### src/assert_macros.svh
// ----------------------------------------------------------------------------
// assertion macros
// concurrent assertion wrappers, empty when built for synthesis
// ----------------------------------------------------------------------------
`ifndef ASSERT_MACROS_SVH
`define ASSERT_MACROS_SVH

`ifndef SYNTHESIS

// property must hold at every clock edge outside reset
`define ASSERT_AT(label, clk, rst, prop, msg) \
   label: assert property (@(posedge clk) disable iff (rst) (prop)) else $error(msg);

// consequent must hold in the cycle after the antecedent
`define ASSERT_NEXT(label, clk, rst, pre, post, msg) \
   label: assert property (@(posedge clk) disable iff (rst) (pre) |=> (post)) else $error(msg);

`else

`define ASSERT_AT(label, clk, rst, prop, msg)
`define ASSERT_NEXT(label, clk, rst, pre, post, msg)

`endif

`endif

### src/arb_pkg.sv
// ----------------------------------------------------------------------------
// arb_pkg
// shared widths, register codes, stage numbers and types of the affine
// rectangle bounding box pipeline
// ----------------------------------------------------------------------------
package arb_pkg;

   localparam int COORD_W = 32;
   localparam int COEF_W = 32;
   localparam int SIZE_W = 31;
   localparam int PIX_W = 24;

   localparam int COORD_FRAC_BITS_DEF = 8;
   localparam int COEF_FRAC_BITS_DEF = 16;

   localparam logic [COORD_W-1:0] COORD_MAX = 32'h7fff_ffff;
   localparam logic [COORD_W-1:0] COORD_MIN = 32'h8000_0000;
   localparam logic [PIX_W-1:0] PIX_MAX = 24'h7f_ffff;
   localparam logic [PIX_W-1:0] PIX_MIN = 24'h80_0000;

   // pipeline stages
   localparam int NUM_STAGES = 7;
   localparam int STG_CORNER = 0;
   localparam int STG_MUL = 1;
   localparam int STG_ROUND = 2;
   localparam int STG_OFFSET = 3;
   localparam int STG_MINMAX = 4;
   localparam int STG_BOX = 5;
   localparam int STG_PIXEL = 6;

   // configuration port
   localparam int CSR_ADDR_W = 5;
   localparam int CSR_DATA_W = 32;
   localparam int REG_IDX_W = 3;
   localparam logic [REG_IDX_W-1:0] REG_COEF_XX = 3'd0;
   localparam logic [REG_IDX_W-1:0] REG_COEF_XY = 3'd1;
   localparam logic [REG_IDX_W-1:0] REG_COEF_X_OFFSET = 3'd2;
   localparam logic [REG_IDX_W-1:0] REG_COEF_YX = 3'd3;
   localparam logic [REG_IDX_W-1:0] REG_COEF_YY = 3'd4;
   localparam logic [REG_IDX_W-1:0] REG_COEF_Y_OFFSET = 3'd5;

   localparam logic [COEF_W-1:0] COEF_ONE = 32'h0001_0000;
   localparam logic [COEF_W-1:0] COEF_ZERO = 32'h0000_0000;

   typedef struct packed {
      logic [COEF_W-1:0] xx;
      logic [COEF_W-1:0] xy;
      logic [COEF_W-1:0] x_offset;
      logic [COEF_W-1:0] yx;
      logic [COEF_W-1:0] yy;
      logic [COEF_W-1:0] y_offset;
   } coef_type;

   // per-stage load strobes from the pipeline control
   typedef struct packed {
      logic [NUM_STAGES-1:0] load;
   } pipe_ctl_type;

endpackage

### src/arb_corner.sv
// ----------------------------------------------------------------------------
// arb_corner
// near and far edge of one axis: base and base plus extent, saturated
// ----------------------------------------------------------------------------
module arb_corner (
   input  logic                                clock,
   input  arb_pkg::pipe_ctl_type               ctl,
   input  logic signed [arb_pkg::COORD_W-1:0]  base,
   input  logic signed [arb_pkg::COORD_W-1:0]  extent,
   output logic signed [arb_pkg::COORD_W-1:0]  pos [2],
   output logic                                ovf
);

   localparam int EXT_W = arb_pkg::COORD_W + 1;

   logic signed [EXT_W-1:0] far_sum;
   logic signed [arb_pkg::COORD_W-1:0] far_in;
   logic far_sat;
   logic signed [arb_pkg::COORD_W-1:0] near_ff;
   logic signed [arb_pkg::COORD_W-1:0] far_ff;
   logic ovf_ff;

   always_comb begin
      far_sum = EXT_W'(base) + EXT_W'(extent);
      far_sat = far_sum[EXT_W-1] != far_sum[EXT_W-2];
      if (!far_sat) begin
         far_in = far_sum[arb_pkg::COORD_W-1:0];
      end else if (far_sum[EXT_W-1]) begin
         far_in = arb_pkg::COORD_MIN;
      end else begin
         far_in = arb_pkg::COORD_MAX;
      end
   end

   always_ff @(posedge clock) begin
      if (ctl.load[arb_pkg::STG_CORNER]) begin
         near_ff <= base;
         far_ff <= far_in;
         ovf_ff <= far_sat;
      end
   end

   assign pos[0] = near_ff;
   assign pos[1] = far_ff;
   assign ovf = ovf_ff;

endmodule

### config.mk
export PLATFORM = sky130hd
export DESIGN_NAME = arb_corner
export DESIGN_NICKNAME = d
export VERILOG_FILES = /design/src/assert_macros.svh /design/src/arb_pkg.sv /design/src/arb_corner.sv
export SDC_FILE = /design/constraint.sdc
export NUM_CORES = 1
export LEC_CHECK = 0
export ABC_AREA = 1
export BUFFER_PORTS_ARGS = -buffer_cell sky130_fd_sc_hd__buf_4
export CORE_MARGIN = 2
export CORE_UTILIZATION = 56
export CTS_CLUSTER_SIZE = 24
export DETAILED_ROUTE_END_ITERATION = 16
export PLACE_DENSITY = 0.84
export SLEW_MARGIN = 15
export SYNTH_ARGS = -nofsm -noshare
export SYNTH_HDL_FRONTEND = slang
export SYNTH_SLANG_ARGS = --single-unit
### constraint.sdc
create_clock -name clock -period 5.3 [get_ports clock]
set_input_delay 0 -clock clock [delete_from_list [all_inputs] [get_ports clock]]
set_output_delay 0 -clock clock [all_outputs]
set_load 0.05 [all_outputs]
==> implementation parameters, run 1 <==
Parameter                              Value

Run status
  Run status    finished, final reports clean

CTS
  TritonCTS clock tree    yes
  Reg clk slew, reported paths    around 0.08 ns
  Count of hold-fix buffers inserted at cts    32
  Cells resized by post-CTS repair    0
  Setup Fix Bufs, Post-CTS    0
  CTS Root Cell    clkbuf_8
  Number of clock buffers inserted by TritonCTS    9
  Number of H-tree levels    3
  CTS sink cnt    65
  Deepest clock path buffer count    2

Die
  Core box area    0.00777 sq mm
  Initial standard-cell utilization of the core    ~58%
  Area enclosed by the die boundary    0.00879 sq mm
  Number of top-level design ports    between 100 and 150
  Die span in y    93.8 microns
  Number of cell rows    32
  Die X-Extent    93.8 microns

Yosys
  Synth top area share    43.2%
  Syn Nets    approximately 660
  Most common cell in the netlist    nand2_1
  Cell count after synthesis    558
  Commonest cells post-synth    nand2_1, edfxtp_1, inv_1
  Synthesis-stage register bit count    65
  Fraction of registers with async set/reset    0%
  Number of enable flip-flop cells after synthesis    65
  Unique cell type count in the Yosys netlist    28
  Most used DFF post-synth    edfxtp_1
  Synthesis warning total    0
  Mapped Avg Cell Area    8.09 sq um
  Area of the mapped netlist    0.00451 sq mm
  Area leader, netlist    edfxtp_1
  Top post-synthesis cells by area    edfxtp_1, nand2_1, ha_1, inv_1, nor2_1
  Register area share after synthesis    a little over two fifths

Timing
  Peak clock frequency supported by timing    0.365 GHz
  Crit share post-route    between 50 and 60%
  Number of setup violations in the final report    0
  Number of slew-limit violations in the final report    0
  Post-route worst hold slack    0.0734 ns
  Worst max-slew margin expressed relative to the limit    between 40% and 50%
  Clock period minus worst slack    about 2.7 ns
  Count of endpoints failing hold in the final timing report    0
  Least-Margin Pin Slew    0.823 ns
  TNS Setup    0 ns
  Setup repair after global routing missed its margin    no

Placement
  Port Buffer Count    130
  HPWL after detailed placement    9120 microns
  Routability Congestion    0.910

Flow run
  Number of max-cap violations    0

Finish
  Post-layout util    between 70% and 80%
  Antenna cells    0
  Area Growth Syn to Fin    34.1%
  Count of nets after finishing    a little over 800
  Fraction of final layout cells with drive strength greater than 1    24.2%
  Fill cell instance count of the final layout    551

Global routing
  GRT overflow    0
  Number of antenna violations at the first check in global routing    0
  Maximum number of pins on one net before global-route repair    66
  First-pass GRT wire length    19,900 microns
  Vias in the first global route    4,199
  Overall routing resource usage    29.3%

Setup path
  Cell chain of the critical path    dlygate4sd3_1 -> buf_4 -> ha_1 -> fa_1 -> nand2_1 -> nand3_1 -> nand3_1 -> nand2_1 -> nand2_1 -> nand2_2 -> nand2_2 -> nand2_2 -> nand2_1 -> nand2_4 -> nand2_4 -> nand2_1
  Category of the critical setup timing path    primary input to flip-flop
  Critical Path Source Type    primary input
  Arr. time, crit path    2.82 ns
  Worst Setup SP    base[0]
  Highest-delay cell along the critical path    dlygate4sd3_1
  Worst EP required    5.37 ns
  Maximum net fanout on the critical path    32
  Delay contributed by the slowest stage of the critical path    0.55 ns
  Most frequent CP cell    nand2_1
  Kind of end point of the critical path    flip-flop

Detailed routing
  Total Routed Length    12,500 microns
  Via Count    4,252
  First-pass iteration count of the detailed router    5
  Residual antenna-violating net count after detailed routing    0
  1st-iter DRT viols    343
  Post-detailed-route via-to-cell ratio    between 5 and 6
  Routed length per placed instance    15.0 microns
  DRC errors left    0

Pwr
  Total power consumption of the routed design    1.86 mW
  Largest vdd supply drop    about 190 uV
  Total power per unit cell area    308 mW/mm^2
  Static Leakage    3.07 nW

Min path
  Class of the tightest hold or removal check    primary input to flip-flop
  Start point of the worst min-delay path    extent[0]
  Worst hold path depth    4
state kept, by name, summed over array words and instances (netlist names):
name / cells
far_ff: 32
near_ff: 32
ovf: 1
cell families (layout without fill, tap and decap cells):
logic type | Yosys count | after routing | share of synthesized area [%]
flops | 65 | 65 | 43.2
fa+ha+maj | 33 | 33 | 9.32
simple gates | 314 | 314 | 29.6
compound gates | 56 | 56 | 7.40
buf+inv | 71 | 244 | 6.74
xor+xnor | 19 | 19 | 3.69
metal layers:
metal / GRT usage, % / vias to the layer above / wire, microns
li1: - / 2141 / -
met1: 37.5 / 1898 / 5320
met2: 51.2 / 190 / 6130
met3: 4.98 / 23 / 817
met4: 8.09 / 0 / 212
met5: 0 / - / 0
final cells by class:
cell class / instances / area [sq um] / share of cell area [%]
clock buffer: 9 / 124 / 2.05
clock inverter: 7 / 46.3 / 0.765
inverter: 66 / 248 / 4.09
multi-input combinational: 422 / 2260 / 37.3
sequential: 65 / 1950 / 32.3
tap: 102 / 128 / 2.11
timing repair buffer: 162 / 1300 / 21.4
layout by cell type, fill, tap and decap left out, drive strengths merged, types with 2 or more instances in the layout:
cell         synthesis  routed
nand2              235     235
buf                  5     130
inv                 66      67
edfxtp              65      65
nor2                49      49
a21oi               33      33
ha                  32      32
dlygate4sd3          0      32
nand3               18      18
xor2                15      15
o21ai               15      15
clkbuf               0       9
o21bai               8       8
nand3b               8       8
xnor2                4       4
clkinv               0       4
nor4                 2       2
clkinvlp             0       2
final timing paths:
kind / end / slack (ns)
worst min-delay path: far_ff[0] / 0.07
worst max-delay path: far_ff[13] / 2.56
critical path: cells and delay by family:
family	cells	cell delay, ns
buffers and inverters	2	0.70
adders and majority gates	2	0.68
and+or+nand+nor	12	1.42
power breakdown:
part	switching (mW)	leakage, nW	total, mW	internal [mW]
Clock	0.211	0.0830	0.380	0.169
Combinational	0.543	2.35	0.799	0.255
Sequential	0.0221	0.636	0.683	0.661
Total	0.776	3.07	1.86	1.09
metrics by stage:
stage | setup WS (ns) | std cells | cell area, sq um
CTS | 2.60 | 833 | 6050
floorplan | 3.41 | 558 | 4510
detailed placement | 2.86 | 785 | 5560
global placement | 2.96 | 785 | 5560
global route | 2.37 | 833 | 6050
finish | 2.56 | 833 | 6050
No activity file was read; power rests on OpenSTA's default activity.
==> run 2: changes to the inputs <==
--- a/config.mk
+++ b/config.mk
@@ -5,13 +5,13 @@
 export SDC_FILE = /design/constraint.sdc
 export NUM_CORES = 1
 export LEC_CHECK = 0
-export ABC_AREA = 1
+export ABC_AREA = 0
 export BUFFER_PORTS_ARGS = -buffer_cell sky130_fd_sc_hd__buf_4
 export CORE_MARGIN = 2
-export CORE_UTILIZATION = 56
+export CORE_UTILIZATION = 51
 export CTS_CLUSTER_SIZE = 24
 export DETAILED_ROUTE_END_ITERATION = 16
-export PLACE_DENSITY = 0.84
+export PLACE_DENSITY = 0.79
 export SLEW_MARGIN = 15
 export SYNTH_ARGS = -nofsm -noshare
 export SYNTH_HDL_FRONTEND = slang
==> constraint.sdc (replaced) <==
create_clock -name clock -period 2.8 [get_ports clock]
set_input_delay 0 -clock clock [delete_from_list [all_inputs] [get_ports clock]]
set_output_delay 0 -clock clock [all_outputs]
set_load 0.05 [all_outputs]
==> run 2 against run 1 <==
  * Worst setup slack got worse by 2.5 ns
  * Wire length fell by 14%
  * Sequential power is 87% higher
  * Global-route usage fell by 5.4 points
  * Clock power up 82%
  * Non-clock buffer count up 23
  * Sequential cell count unchanged
  * Power is 88% higher
  * Largest cell class unchanged
  * Die area decreased by 0.96%
  * Synthesized cell count shrank 36%
==> implementation parameters, run 2 <==
Parameter                              Value

Timing
  TNS Setup    0 ns (unchanged)
  Worst max-slew margin expressed relative to the limit    45.0% (was 45.1%)
  Clock period minus worst slack    between 2 and 3 ns
  Number of setup violations in the final report    0 (unchanged)
  Least-Margin Pin Slew    0.825 ns (was 0.823 ns)
  Crit share post-route    99.1%
  Peak clock frequency supported by timing    0.360 GHz
  Final critical-path setup slack    0.0258 ns (was 2.56 ns)
  Number of slew-limit violations in the final report    0 (unchanged)
  Count of endpoints failing hold in the final timing report    0 (unchanged)
  Post-route worst hold slack    0.0439 ns (was 0.0734 ns)

Placement
  Dpl cells    593 (was 785)
  Port Buffer Count    130 (unchanged)
  Dpl cell area    0.00526 sq mm (was 0.00556 sq mm)
  Routability Congestion    0.926 (was 0.910)
  HPWL after detailed placement    7450 microns (was 9120 microns)
  Worst setup slack before clock tree synthesis    -0.0396 ns (was 2.86 ns)

Detailed routing
  Post-detailed-route via-to-cell ratio    5.62 (was 5.10)
  Via Count    3,642 (was 4,252)
  Residual antenna-violating net count after detailed routing    0 (unchanged)
  DRC errors left    0 (unchanged)
  First-pass iteration count of the detailed router    4 (was 5)
  1st-iter DRT viols    175 (was 343)
  Routed length per placed instance    16.6 microns (was 15.0 microns)
  Total Routed Length    10,800 microns (was 12,500 microns)

Finish
  Area Growth Syn to Fin    46.3% (was 34.1%)
  Final instance area    0.00595 sq mm (was 0.00605 sq mm)
  Post-layout util    77.0% (was 77.9%)
  Antenna cells    0 (unchanged)
  Most used cells in the layout excluding fill and tap cells    buf_4, edfxtp_1, a21o_1, dlygate4sd3_1, a21oi_1 (was nand2_1, buf_4, edfxtp_1, inv_1, nor2_1)
  Fraction of final layout cells with drive strength greater than 1    37.4% (was 24.2%)
  Count of nets after finishing    646 (was 831)
  Most common library cell in the layout ignoring fill and taps    buf_4 (was nand2_1)
  Cell Count, Final, Fillers Out    648 (was 833)

Setup path
  Critical Path Source Type    primary input (unchanged)
  Arr. time, crit path    2.88 ns (was 2.82 ns)
  Kind of end point of the critical path    flip-flop (unchanged)
  Worst EP required    2.91 ns (was 5.37 ns)
  Category of the critical setup timing path    primary input to flip-flop (unchanged)
  Cell chain of the critical path    dlygate4sd3_1 -> buf_4 -> ha_1 -> inv_1 -> nor3_1 -> nand2_1 -> a211oi_2 -> o21ai_1 -> a21oi_2 -> nor3b_4 -> buf_4 -> clkbuf_16 -> a21o_1 (was dlygate4sd3_1 -> buf_4 -> ha_1 -> fa_1 -> nand2_1 -> nand3_1 -> nand3_1 -> nand2_1 -> nand2_1 -> nand2_2 -> nand2_2 -> nand2_2 -> nand2_1 -> nand2_4 -> nand2_4 -> nand2_1)
  Most frequent CP cell    buf_4 (was nand2_1)
  Delay contributed by the slowest stage of the critical path    0.58 ns (was 0.55 ns)
  Highest-delay cell along the critical path    dlygate4sd3_1 (unchanged)
  Maximum net fanout on the critical path    10 (was 32)

Yosys
  Most used DFF post-synth    edfxtp_1 (unchanged)
  Syn Nets    460 (was 663)
  Area of the mapped netlist    0.00407 sq mm (was 0.00451 sq mm)
  Commonest cells post-synth    edfxtp_1, a21o_1, a21oi_1, ha_1, nand2_1 (was nand2_1, edfxtp_1, inv_1)
  Area leader, netlist    edfxtp_1 (unchanged)
  Mapped Avg Cell Area    11.5 sq um (was 8.09 sq um)
  Synthesis warning total    0 (unchanged)
  Register area share after synthesis    48.0% (was 43.2%)
  Fraction of registers with async set/reset    0% (unchanged)
  Synth top area share    48.0% (was 43.2%)
  Cell count after synthesis    355 (was 558)
  Most common cell in the netlist    edfxtp_1 (was nand2_1)
  Number of enable flip-flop cells after synthesis    65 (unchanged)
  Unique cell type count in the Yosys netlist    57 (was 28)
  Synthesis-stage register bit count    65 (unchanged)
  Top post-synthesis cells by area    edfxtp_1, ha_1, a21o_1, a21oi_1, xnor2_1 (was edfxtp_1, nand2_1, ha_1, inv_1, nor2_1)

Pwr
  Clock network fraction of design power    19.8% (was 20.4%)
  Total power per unit cell area    588 mW/mm^2 (was 308 mW/mm^2)
  Logic pwr share    43.7% (was 42.9%)
  Static Leakage    2.62 nW (was 3.07 nW)
  Sequential share of power    36.5% (was 36.7%)
  Largest vdd supply drop    402 uV (was 192 uV)
  Switching portion of total power    38.5% (was 41.7%)
  Power Internal    2.15 mW (was 1.09 mW)
  Switching power    1.35 mW (was 776 uW)
  Total power consumption of the routed design    3.50 mW (was 1.86 mW)

Global routing
  GRT overflow    0 (unchanged)
  Overall routing resource usage    23.9% (was 29.3%)
  Maximum number of pins on one net before global-route repair    66 (unchanged)
  Number of antenna violations at the first check in global routing    0 (unchanged)
  First-pass GRT wire length    16,300 microns (was 19,900 microns)
  Vias in the first global route    3,670 (was 4,199)

Min path
  Class of the tightest hold or removal check    primary input to flip-flop (unchanged)

CTS
  CTS sink cnt    65 (unchanged)
  Number of clock buffers inserted by TritonCTS    9 (unchanged)
  CTS Root Cell    clkbuf_8 (unchanged)
  Number of H-tree levels    3 (unchanged)
  TritonCTS clock tree    yes (unchanged)
  Deepest clock path buffer count    2 (unchanged)
  Reg clk slew, reported paths    0.08 ns (about the same)

Flow run
  Number of max-cap violations    0 (unchanged)

Die
  Die span in y    93.3 microns (was 93.8 microns)
  Core box area    0.00773 sq mm (was 0.00777 sq mm)
  Die X-Extent    93.3 microns (was 93.8 microns)
  Area enclosed by the die boundary    0.00871 sq mm (was 0.00879 sq mm)
  Initial standard-cell utilization of the core    52.7% (was 58.1%)
  Number of top-level design ports    137 (unchanged)
  Number of cell rows    32 (unchanged)

Run status
  Run status    finished, final reports clean (unchanged)
-- run 2: cell families (layout without fill, tap and decap cells) --
logic type,count (synthesis),in the layout,synth area share (%)
AO/OA/AOI/OAI,137,137,24.3
AND/OR/NAND/NOR,71,71,8.70
flip-flops,65,65,48.0
adder cells (fa/ha/maj),34,34,10.6
XOR/XNOR,28,28,6.03
buffers and inverters,19,210,2.06
multiplexers,1,1,0.338
-- run 2: final timing paths --
path	end	cells after the start	from	slack (ns)
hold / removal	far_ff[0]	3	extent[0]	0.04
setup / recovery	far_ff[21]	13	base[20]	0.03
-- run 2: routing by layer --
layer  track usage (%)  part of all wire (%)
met5                 0                     0
met4              9.68                   2.6
met3              5.64                   6.5
met2              41.4                    50
met1              28.7                    41
-- run 2: final cells by class --
| cell class | count | area (sq um) |
|---|---|---|
| Clock buffer | 10 | 128 |
| Clock inverter | 6 | 35.0 |
| Fill cell | 509 | 1770 |
| Inverter | 9 | 33.8 |
| Multi-Input combinational cell | 271 | 2160 |
| Sequential cell | 65 | 1950 |
| Tap cell | 102 | 128 |
| Timing Repair Buffer | 185 | 1520 |
-- run 2: power by group through the flow --
stage,sequential (mW),clock (mW),combinational (mW)
6_report,1.28,0.693,1.53
5_1_grt,1.29,0.756,1.61
4_1_cts,1.28,0.704,1.44
3_5_place_dp,1.30,0,1.40
2_1_floorplan,1.76,0,0.501
3_3_place_gp,1.30,0,1.38
-- run 2: timing repair --
action,CTS,global route
gates resized for setup,0,28
hold buffers,32,0
endpoints found under the hold margin,32,0
buffers inserted,0,6
endpoints found under the setup margin,0,31
-- run 2: worst max-delay path, delay by kind of cell --
family	cells	cell delay, ns
simple gates	3	0.51
buf+inv	5	1.19
compound gates	4	0.80
fa+ha+maj	1	0.39
