<file path="src/assert_macros.svh">
// ----------------------------------------------------------------------------
// assertion macros
// concurrent assertion wrappers, empty when built for synthesis
// ----------------------------------------------------------------------------
`ifndef ASSERT_MACROS_SVH
`define ASSERT_MACROS_SVH

`ifndef SYNTHESIS

// property must hold at every clock edge outside reset
`define ASSERT_AT(label, clk, rst, prop, msg) \
   label: assert property (@(posedge clk) disable iff (rst) (prop)) else $error(msg);

// consequent must hold in the cycle after the antecedent
`define ASSERT_NEXT(label, clk, rst, pre, post, msg) \
   label: assert property (@(posedge clk) disable iff (rst) (pre) |=> (post)) else $error(msg);

`else

`define ASSERT_AT(label, clk, rst, prop, msg)
`define ASSERT_NEXT(label, clk, rst, pre, post, msg)

`endif

`endif

</file>
<file path="src/arb_pkg.sv">
// ----------------------------------------------------------------------------
// arb_pkg
// shared widths, register codes, stage numbers and types of the affine
// rectangle bounding box pipeline
// ----------------------------------------------------------------------------
package arb_pkg;

   localparam int COORD_W = 32;
   localparam int COEF_W = 32;
   localparam int SIZE_W = 31;
   localparam int PIX_W = 24;

   localparam int COORD_FRAC_BITS_DEF = 8;
   localparam int COEF_FRAC_BITS_DEF = 16;

   localparam logic [COORD_W-1:0] COORD_MAX = 32'h7fff_ffff;
   localparam logic [COORD_W-1:0] COORD_MIN = 32'h8000_0000;
   localparam logic [PIX_W-1:0] PIX_MAX = 24'h7f_ffff;
   localparam logic [PIX_W-1:0] PIX_MIN = 24'h80_0000;

   // pipeline stages
   localparam int NUM_STAGES = 7;
   localparam int STG_CORNER = 0;
   localparam int STG_MUL = 1;
   localparam int STG_ROUND = 2;
   localparam int STG_OFFSET = 3;
   localparam int STG_MINMAX = 4;
   localparam int STG_BOX = 5;
   localparam int STG_PIXEL = 6;

   // configuration port
   localparam int CSR_ADDR_W = 5;
   localparam int CSR_DATA_W = 32;
   localparam int REG_IDX_W = 3;
   localparam logic [REG_IDX_W-1:0] REG_COEF_XX = 3'd0;
   localparam logic [REG_IDX_W-1:0] REG_COEF_XY = 3'd1;
   localparam logic [REG_IDX_W-1:0] REG_COEF_X_OFFSET = 3'd2;
   localparam logic [REG_IDX_W-1:0] REG_COEF_YX = 3'd3;
   localparam logic [REG_IDX_W-1:0] REG_COEF_YY = 3'd4;
   localparam logic [REG_IDX_W-1:0] REG_COEF_Y_OFFSET = 3'd5;

   localparam logic [COEF_W-1:0] COEF_ONE = 32'h0001_0000;
   localparam logic [COEF_W-1:0] COEF_ZERO = 32'h0000_0000;

   typedef struct packed {
      logic [COEF_W-1:0] xx;
      logic [COEF_W-1:0] xy;
      logic [COEF_W-1:0] x_offset;
      logic [COEF_W-1:0] yx;
      logic [COEF_W-1:0] yy;
      logic [COEF_W-1:0] y_offset;
   } coef_type;

   // per-stage load strobes from the pipeline control
   typedef struct packed {
      logic [NUM_STAGES-1:0] load;
   } pipe_ctl_type;

endpackage

</file>
<file path="src/arb_bound.sv">
// ----------------------------------------------------------------------------
// arb_bound
// extent of one axis over the mapped corners: min and max, box size,
// floored and ceiled pixel edges, pixel size
// ----------------------------------------------------------------------------
module arb_bound #(
   parameter int COORD_FRAC_BITS = arb_pkg::COORD_FRAC_BITS_DEF
) (
   input  logic                                clock,
   input  arb_pkg::pipe_ctl_type               ctl,
   input  logic signed [arb_pkg::COORD_W-1:0]  coord [4],
   input  logic                                ovf_in,
   output logic signed [arb_pkg::COORD_W-1:0]  box_min,
   output logic [arb_pkg::SIZE_W-1:0]          box_size,
   output logic signed [arb_pkg::PIX_W-1:0]    pix_min,
   output logic [arb_pkg::PIX_W-1:0]           pix_size,
   output logic                                ovf
);

   localparam int EXT_W = arb_pkg::COORD_W + 1;
   localparam int DIFF_W = EXT_W + 1;
   localparam int PTOP_W = EXT_W - arb_pkg::PIX_W + 1;
   localparam logic signed [EXT_W-1:0] CEIL_ADD = EXT_W'(2 ** COORD_FRAC_BITS - 1);

   // min / max stage
   logic signed [arb_pkg::COORD_W-1:0] lo01, lo23, hi01, hi23;
   logic signed [arb_pkg::COORD_W-1:0] min_ff, max_ff;
   logic ovf_mm_ff;

   // box stage
   logic signed [EXT_W-1:0] span;
   logic span_sat;
   logic [arb_pkg::SIZE_W-1:0] size_in;
   logic signed [EXT_W-1:0] pl_full;
   logic [PTOP_W-1:0] pl_top;
   logic pl_sat;
   logic signed [arb_pkg::PIX_W-1:0] pl_in;
   logic signed [EXT_W-1:0] pr_full;
   logic signed [arb_pkg::COORD_W-1:0] min_box_ff;
   logic [arb_pkg::SIZE_W-1:0] size_box_ff;
   logic signed [arb_pkg::PIX_W-1:0] pl_ff;
   logic signed [EXT_W-1:0] pr_ff;
   logic ovf_box_ff;

   // pixel stage
   logic signed [DIFF_W-1:0] pw_full;
   logic pw_neg, pw_big;
   logic [arb_pkg::PIX_W-1:0] pw_in;
   logic signed [arb_pkg::COORD_W-1:0] box_min_ff;
   logic [arb_pkg::SIZE_W-1:0] box_size_ff;
   logic signed [arb_pkg::PIX_W-1:0] pix_min_ff;
   logic [arb_pkg::PIX_W-1:0] pix_size_ff;
   logic ovf_ff;

   always_comb begin
      lo01 = (coord[0] < coord[1]) ? coord[0] : coord[1];
      lo23 = (coord[2] < coord[3]) ? coord[2] : coord[3];
      hi01 = (coord[0] > coord[1]) ? coord[0] : coord[1];
      hi23 = (coord[2] > coord[3]) ? coord[2] : coord[3];
   end

   always_ff @(posedge clock) begin
      if (ctl.load[arb_pkg::STG_MINMAX]) begin
         min_ff <= (lo01 < lo23) ? lo01 : lo23;
         max_ff <= (hi01 > hi23) ? hi01 : hi23;
         ovf_mm_ff <= ovf_in;
      end
   end

   always_comb begin
      span = EXT_W'(max_ff) - EXT_W'(min_ff);
      span_sat = |span[EXT_W-1:arb_pkg::SIZE_W];
      size_in = span_sat ? {arb_pkg::SIZE_W{1'b1}} : span[arb_pkg::SIZE_W-1:0];

      pl_full = EXT_W'(min_ff) >>> COORD_FRAC_BITS;
      pl_top = pl_full[EXT_W-1:arb_pkg::PIX_W-1];
      pl_sat = !((&pl_top) || !(|pl_top));
      if (!pl_sat) begin
         pl_in = pl_full[arb_pkg::PIX_W-1:0];
      end else if (pl_full[EXT_W-1]) begin
         pl_in = arb_pkg::PIX_MIN;
      end else begin
         pl_in = arb_pkg::PIX_MAX;
      end

      // ceil of the exact right or bottom edge
      pr_full = (EXT_W'(max_ff) + CEIL_ADD) >>> COORD_FRAC_BITS;
   end

   always_ff @(posedge clock) begin
      if (ctl.load[arb_pkg::STG_BOX]) begin
         min_box_ff <= min_ff;
         size_box_ff <= size_in;
         pl_ff <= pl_in;
         pr_ff <= pr_full;
         ovf_box_ff <= ovf_mm_ff || span_sat || pl_sat;
      end
   end

   // width is taken from the saturated pixel edge
   always_comb begin
      pw_full = DIFF_W'(pr_ff) - DIFF_W'(pl_ff);
      pw_neg = pw_full[DIFF_W-1];
      pw_big = |pw_full[DIFF_W-2:arb_pkg::PIX_W];
      if (pw_neg) begin
         pw_in = '0;
      end else if (pw_big) begin
         pw_in = {arb_pkg::PIX_W{1'b1}};
      end else begin
         pw_in = pw_full[arb_pkg::PIX_W-1:0];
      end
   end

   always_ff @(posedge clock) begin
      if (ctl.load[arb_pkg::STG_PIXEL]) begin
         box_min_ff <= min_box_ff;
         box_size_ff <= size_box_ff;
         pix_min_ff <= pl_ff;
         pix_size_ff <= pw_in;
         ovf_ff <= ovf_box_ff || pw_neg || pw_big;
      end
   end

   assign box_min = box_min_ff;
   assign box_size = box_size_ff;
   assign pix_min = pix_min_ff;
   assign pix_size = pix_size_ff;
   assign ovf = ovf_ff;

endmodule

</file>
<file path="config.mk">
export PLATFORM = sky130hd
export DESIGN_NAME = arb_bound
export DESIGN_NICKNAME = d
export VERILOG_FILES = /design/src/assert_macros.svh /design/src/arb_pkg.sv /design/src/arb_bound.sv
export SDC_FILE = /design/constraint.sdc
export NUM_CORES = 1
export LEC_CHECK = 0
export ABC_AREA = 0
export ABC_CLOCK_PERIOD_IN_PS = 7300
export BUFFER_PORTS_ARGS = -buffer_cell sky130_fd_sc_hd__buf_2
export CELL_PAD_IN_SITES_DETAIL_PLACEMENT = 2
export CELL_PAD_IN_SITES_GLOBAL_PLACEMENT = 2
export CORE_MARGIN = 2
export CORE_UTILIZATION = 38
export CTS_BUF_LIST = sky130_fd_sc_hd__clkbuf_4
export DETAILED_ROUTE_END_ITERATION = 10
export PLACE_DENSITY = 0.89
export SLEW_MARGIN = 20
export SYNTH_ARGS = -nofsm -noshare
export SYNTH_HDL_FRONTEND = slang
export SYNTH_SLANG_ARGS = --single-unit
</file>
<file path="constraint.sdc">
create_clock -name clock -period 7.3 [get_ports clock]
set_input_delay 1.46 -clock clock [delete_from_list [all_inputs] [get_ports clock]]
set_output_delay 1.46 -clock clock [all_outputs]
set_load 0.05 [all_outputs]
</file>
==> impl_results.md, run 1 <==
- Syn. warnings: 0
- Synthesized area: 16340 sq um
- Required time of the critical path: 7.81 ns
- Net count after synthesis: 1865
- Fill cells: 4469
- # H-tree levels: 2
- Hold Crit Class: register to register
- Post-synth EDFFs: 242
- Switch share: 42.96%
- Reg-to-Reg Start: min_ff[0]
- Seq pwr share: 36.0%
- Ports: 249
- VDD IR max: 0.1238 mV
- Capture point of the worst reg-to-reg path: size_box_ff[3]
- Largest net degree at the start of global routing: 72
- Max Slew Vio Count: 0
- Max-Slew Margin vs Limit: 33.05%
- Post-route total power: 6234 uW
- Setup tns final: 0 ns
- FF-to-FF path depth: 12
- Crit-path slowest cell: or4b_1
- CTS tree: yes
- Postcts setup bufs: 0
- Starting Density: 38.69%
- Crit. End Element: register
- Final setup violation count: 0
- Startpoint Class: input pin
- CTS sink count: 242
- Internal power: 3555 uW
- Total grt overflow: 0
- Power Density: 331.8 nW/um^2
- Hold_sp: size_box_ff[7]
- Worst-path clk slew: 0.07 ns
- CP Class: input pin to register
- Clock share of power: 17.3%
- Drt drc: 0
- Yosys reg bits: 242
- FF-to-FF setup slack: 2.67 ns
- Cell variety after synth: 66
- DRT Pass-1 Iters: 7
- Min Tclk post-route: 6.388 ns
- Avg WL per Cell: 22.43 microns
- GRT Overall Usage: 23.86%
- Crit Path Max Fanout: 32
- Post-CTS Hold Buffers: 0
- WP buf/inv: 5
- Vias: 13030
- Die area: 44670 sq um
- Top delay family on crit path: simple AND/OR/NAND/NOR gates
- Final #Nets: 2120
- CTS Buf Count: 59
- Sequential share of the synthesized area: 44.48%
- Post-CTS Resized: 0
- Core area: 42230 sq um
- Least-Margin Pin Slew: 0.9789 ns
- RSZ-0062 raised after global routing: false
- Final worst-path cycle share: 87.50%
- Root Buffer Master: clkbuf_4
- CP peak stage delay: 0.55 ns
- Vias in the first global route: 14350
- Row count: 75
- Detail Placement HPWL: 44090 microns
- Port bufs: 244
- Asr flop ratio synth: 0%
- Post-Route Skew: 0.02344 ns
- Die Height: 211.4 microns
- Clock latency at the later pin of the worst-skew pair: 0.71 ns
- Die W: 211.4 microns
- NetSw: 2678 uW
- Dominant synthesized flop cell: edfxtp_1
- Fraction of layout cells with a size suffix above 1: 19.71%
- Endpoints failing hold: 0
- Comb pwr share: 46.8%
- Post-route ant nets: 0
- CP Cell Sequence: buf_2 -> inv_1 -> ha_1 -> nand4_1 -> nor3_1 -> a211o_1 -> or4b_1 -> o22ai_4 -> a21o_1 -> buf_12 -> mux2i_1 -> ha_1 -> nand2_1 -> nor3_1 -> buf_4 -> nand4_1 -> or3_1 -> a311oi_1 -> nor2_1 -> mux2_2 -> buf_12 -> mux2i_1
- Status: completed
- CP Data Arrival Time: 6.90 ns
- Max Freq: 156.6 MHz
- WL final: 53490 microns
- Clock buffer depth: 3
- Lkg Pwr: 0.008743 uW
- Syn Area/Cell: 10.60 sq um
- DR iter-0 viols: 537
- DR vias/cell: 5.462
- Min-Delay Endpoint: box_size[7]
- RD Place Congestion: 0.8669
- Synthesis-to-finish area growth: 14.98%
- Post-Syn Instances: 1542
- Hold-critical path depth: 0
- Initial antenna violation count: 5
- First-pass GRT wire length: 82170 microns
- Maxcap violations: 0
==> kinds of logic after synthesis <==
family | Yosys count | synth area share [%]
xor+xnor | 64 | 3.431
simple gates | 270 | 8.094
compound gates | 383 | 14.67
buf+inv | 265 | 6.815
flops | 242 | 44.48
mux | 132 | 8.178
fa+ha+maj | 186 | 14.33
==> sequential cells by signal, summed over array words and instances (netlist names), 24 cells and up <==
| name | count |
|---|---|
| min_ff | 32 |
| size_box_ff | 31 |
| pix_size | 24 |
| min_box_ff | 32 |
| pr_ff | 25 |
| box_min | 32 |
| box_size | 31 |
| max_ff | 32 |
==> through the flow <==
stage	utilization [%]	cells	worst slack (ns)	area, sq um	hold WS, ns
2_1_floorplan	-	1542	0.9441	16340	0.4003
3_3_place_gp	42.76	2275	0.4478	18060	0.4022
3_5_place_dp	42.76	2275	0.1801	18060	0.4105
4_1_cts	44.47	2381	0.9559	18780	0.4264
5_1_grt	44.49	2385	0.7001	18790	0.4350
6_report	44.49	2385	0.9125	18790	0.4280
==> power groups by stage <==
stage                     clock network [uW]  logic, uW  registers, uW
after floorplan                            0       1680           2530
after global placement                     0       2670           2220
after detailed placement                   0       2880           2270
after CTS                               1120       2920           2250
after global routing                    1170       3150           2270
final                                   1080       2910           2240
==> layout by cell type (no fill, tap or decap), drive strengths merged, types with 10 or more instances in the layout <==
cell    netlist  routed
buf          47     262
edfxtp      242     242
inv         197     198
ha          184     184
a21oi       162     162
mux2i       130     130
nor2        101     101
clkbuf       21      85
a21o         70      70
o21ai        56      56
nand2        43      43
xnor2        38      38
nand4        29      29
xor2         26      26
nand3        20      20
clkinv        0      20
o21a         14      14
and3         13      13
nor2b        13      13
o211ai       11      11
a211oi       11      11
nor3         10      10
nand2b       10      10
==> worst max path at each step <==
| stage | from | end | cells past startpoint |
|---|---|---|---|
| after floorplan | coord[77] | max_ff[10] | 23 |
| after global placement | coord[31] | max_ff[24] | 22 |
| after detailed placement | coord[31] | max_ff[24] | 21 |
| after CTS | coord[31] | max_ff[24] | 21 |
| after global routing | coord[31] | max_ff[24] | 22 |
| final | coord[31] | max_ff[24] | 22 |
==> synthesized netlist by cell type, types with 13 or more instances <==
cell type / number / area, sq um
inv_1: 197 / 739.5
nor2_1: 101 / 379.1
mux2i_1: 129 / 1291
o21ai_0: 55 / 275.3
nand3_1: 20 / 100.1
ha_1: 184 / 2302
and3_1: 13 / 81.33
a21o_1: 70 / 525.5
buf_2: 14 / 70.07
xnor2_1: 38 / 332.8
edfxtp_1: 242 / 7267
nor2b_1: 13 / 81.33
a21oi_1: 162 / 810.8
nand4_1: 29 / 181.4
nand2_1: 43 / 161.4
buf_4: 27 / 202.7
o21a_1: 14 / 105.1
xor2_1: 26 / 227.7
clkbuf_1: 21 / 78.83
==> area by class of cell <==
| cell class | instances | area (sq um) | area share, % |
|---|---|---|---|
| multi-input cells | 1035 | 7978 | 42.46 |
| flip-flops and latches | 242 | 7267 | 38.68 |
| repair buffers | 262 | 1399 | 7.446 |
| inverters | 197 | 739.5 | 3.936 |
| well taps | 539 | 674.4 | 3.590 |
| clock buffers | 85 | 638.1 | 3.397 |
| clock inverters | 21 | 81.33 | 0.4329 |
| diodes | 4 | 10.01 | 0.05328 |
==> routing by layer <==
layer,wire (microns),GRT usage [%],vias to the layer above
met5,12,0,-
met4,1569,8.256,2
met3,1814,2.492,81
met2,26490,42.41,301
met1,23610,30.16,6491
li1,-,-,6151
No activity file was read; power rests on OpenSTA's default activity.
==> run 2: changes to the inputs <==
BUFFER_PORTS_ARGS = -buffer_cell sky130_fd_sc_hd__buf_4   (was -buffer_cell sky130_fd_sc_hd__buf_2)
==> run 2 against run 1 <==
  * Routed wire length is 0.24% lower
  * Worst setup slack got worse by 0.10 ns
  * Global-route usage fell by 0.10 points
  * Design area increased by 3.0%
  * Combinational power rose by 3%
  * Critical path depth shrank 1
  * Largest cell class unchanged
  * Via count decreased by 0.61%
  * Largest power group unchanged
==> impl_results.md, run 2 (same netlist as run 1, synthesis figures left out) <==
- Status: completed (unchanged)
- CP Data Arrival Time: 7.04 ns (was 6.90 ns)
- WL final: 53360 microns (was 53490 microns)
- Die Height: 211.4 microns (unchanged)
- RD Place Congestion: 0.8701 (was 0.8669)
- Starting Density: 38.69% (unchanged)
- CP Class: input pin to register (unchanged)
- VDD IR max: 0.1075 mV (was 0.1238 mV)
- FF-to-FF path depth: 12 (unchanged)
- Die W: 211.4 microns (unchanged)
- Total grt overflow: 0 (unchanged)
- Required time of the critical path: 7.85 ns (was 7.81 ns)
- CTS sink count: 242 (unchanged)
- Post-Route Skew: 0.06435 ns (was 0.02344 ns)
- CP Cell Sequence: buf_4 -> inv_1 -> ha_1 -> a21oi_1 -> o21ai_0 -> a211o_1 -> or4b_1 -> o22ai_4 -> a21o_1 -> buf_4 -> mux2i_1 -> ha_1 -> nand4_1 -> nor3_1 -> nand4_1 -> or3_1 -> a311oi_1 -> nor2_1 -> mux2_2 -> buf_4 -> mux2i_1 (was buf_2 -> inv_1 -> ha_1 -> nand4_1 -> nor3_1 -> a211o_1 -> or4b_1 -> o22ai_4 -> a21o_1 -> buf_12 -> mux2i_1 -> ha_1 -> nand2_1 -> nor3_1 -> buf_4 -> nand4_1 -> or3_1 -> a311oi_1 -> nor2_1 -> mux2_2 -> buf_12 -> mux2i_1)
- Max-Slew Margin vs Limit: 30.43% (was 33.05%)
- Initial antenna violation count: 4 (was 5)
- Worst-path clk slew: 0.07 ns (about the same)
- Fraction of layout cells with a size suffix above 1: 19.87% (was 19.71%)
- Synthesis-to-finish area growth: 18.47% (was 14.98%)
- Lkg Pwr: 0.008947 uW (was 0.008743 uW)
- Switch share: 42.31% (was 42.96%)
- Post-CTS Hold Buffers: 0 (unchanged)
- CTS Buf Count: 58 (was 59)
- Fill cells: 4488 (was 4469)
- FF-to-FF setup slack: 2.75 ns (was 2.67 ns)
- Startpoint Class: input pin (unchanged)
- Core area: 42230 sq um (unchanged)
- Final #Nets: 2119 (was 2120)
- Power Density: 325.5 nW/um^2 (was 331.8 nW/um^2)
- Final worst-path cycle share: 88.91% (was 87.50%)
- Ports: 249 (unchanged)
- Internal power: 3635 uW (was 3555 uW)
- Comb pwr share: 47.5% (was 46.8%)
- Min Tclk post-route: 6.491 ns (was 6.388 ns)
- Post-CTS Resized: 0 (unchanged)
- GRT Overall Usage: 23.75% (was 23.86%)
- Max Slew Vio Count: 0 (unchanged)
- Post-route total power: 6301 uW (was 6234 uW)
- Clock latency at the later pin of the worst-skew pair: 0.73 ns (was 0.71 ns)
- Crit Path Max Fanout: 32 (unchanged)
- Setup tns final: 0 ns (unchanged)
- Seq pwr share: 35.6% (was 36.0%)
- Footprint of the multi-input gates: 7978 sq um (unchanged)
- Postcts setup bufs: 0 (unchanged)
- Maxcap violations: 0 (unchanged)
- Final setup violation count: 0 (unchanged)
- # H-tree levels: 2 (unchanged)
- Crit. End Element: register (unchanged)
- Hold-critical path depth: 0 (unchanged)
- Least-Margin Pin Slew: 1.017 ns (was 0.9789 ns)
- Sequential cell area: 7267 sq um (unchanged)
- DR iter-0 viols: 570 (was 537)
- Most frequent CP cell: buf_4
- Clock buffer depth: 3 (unchanged)
- Largest net degree at the start of global routing: 77 (was 72)
- Endpoints failing hold: 0 (unchanged)
- Vias: 12950 (was 13030)
- Row count: 75 (unchanged)
- Drt drc: 0 (unchanged)
- Avg WL per Cell: 22.47 microns (was 22.43 microns)
- Commonest non-fill, non-tap cell in the layout: buf_4
- Crit-path slowest cell: or4b_1 (unchanged)
- Vias in the first global route: 14250 (was 14350)
- Leading cell types in the layout, fill and taps excluded: 259 x buf_4, 242 x edfxtp_1, 197 x inv_1 (was 242 x edfxtp_1, 242 x buf_2, 197 x inv_1)
- Detail Placement HPWL: 44090 microns (about the same)
- CP peak stage delay: 0.57 ns (was 0.55 ns)
- Max Freq: 154.1 MHz (was 156.6 MHz)
- NetSw: 2666 uW (was 2678 uW)
- Hold Crit Class: register to register (unchanged)
- First-pass GRT wire length: 81830 microns (was 82170 microns)
- RSZ-0062 raised after global routing: false (unchanged)
- Root Buffer Master: clkbuf_4 (unchanged)
- DR vias/cell: 5.451 (was 5.462)
- Post-route ant nets: 0 (unchanged)
- DRT Pass-1 Iters: 6 (was 7)
- Clock share of power: 16.8% (was 17.3%)
- Die area: 44670 sq um (unchanged)
- CTS tree: yes (unchanged)
- Port bufs: 244 (unchanged)
-- run 2: per-stage QoR --
step	hold WS (ns)	std cells	cell area [sq um]	util (%)	worst slack, ns
3_5_place_dp	0.4070	2275	18660	44.20	0.09157
4_1_cts	0.4220	2371	19350	45.82	0.8670
6_report	0.4239	2375	19360	45.84	0.8093
2_1_floorplan	0.4003	1542	16340	-	0.9441
5_1_grt	0.4323	2375	19360	45.84	0.4720
3_3_place_gp	0.4043	2275	18660	44.20	0.4349
-- run 2: path summary, 6_finish.rpt --
check,start,endpoint
worst max register to register,min_ff[0],size_box_ff[3]
worst max-delay path,coord[19],max_ff[23]
worst min-delay path,min_box_ff[0],box_min[0]
worst min register to register,min_box_ff[0],box_min[0]
-- run 2: power groups by stage --
stage	Sequential (uW)	Clock [uW]	Combinational (uW)
2_1_floorplan	2530	0	1680
3_3_place_gp	2230	0	2760
3_5_place_dp	2280	0	2960
4_1_cts	2250	1090	2990
5_1_grt	2280	1150	3240
6_report	2250	1060	2990
-- run 2: layout make-up --
| class | count | share of cell area, % |
|---|---|---|
| Clock buffer | 85 | 3.296 |
| Sequential cell | 242 | 37.54 |
| Antenna cell | 4 | 0.05171 |
| Timing Repair Buffer | 262 | 10.35 |
| Inverter | 197 | 3.820 |
| Multi-Input combinational cell | 1035 | 41.21 |
| Tap cell | 539 | 3.484 |
| Clock inverter | 11 | 0.2392 |
-- run 2: worst max-delay path, delay by kind of cell --
family	cells	cell delay, ns
buf+inv	4	0.83
fa+ha+maj	2	0.55
compound gates	6	1.16
mux	3	1.03
simple gates	6	1.97
-- run 2: per-layer routing --
layer	share of wire, %	global-route usage (%)	vias to the layer above
met4	2.1	6.095	0
li1	-	-	6131
met5	0	0	-
met1	44	30.33	6439
met2	50	42.62	312
met3	3.8	2.789	65
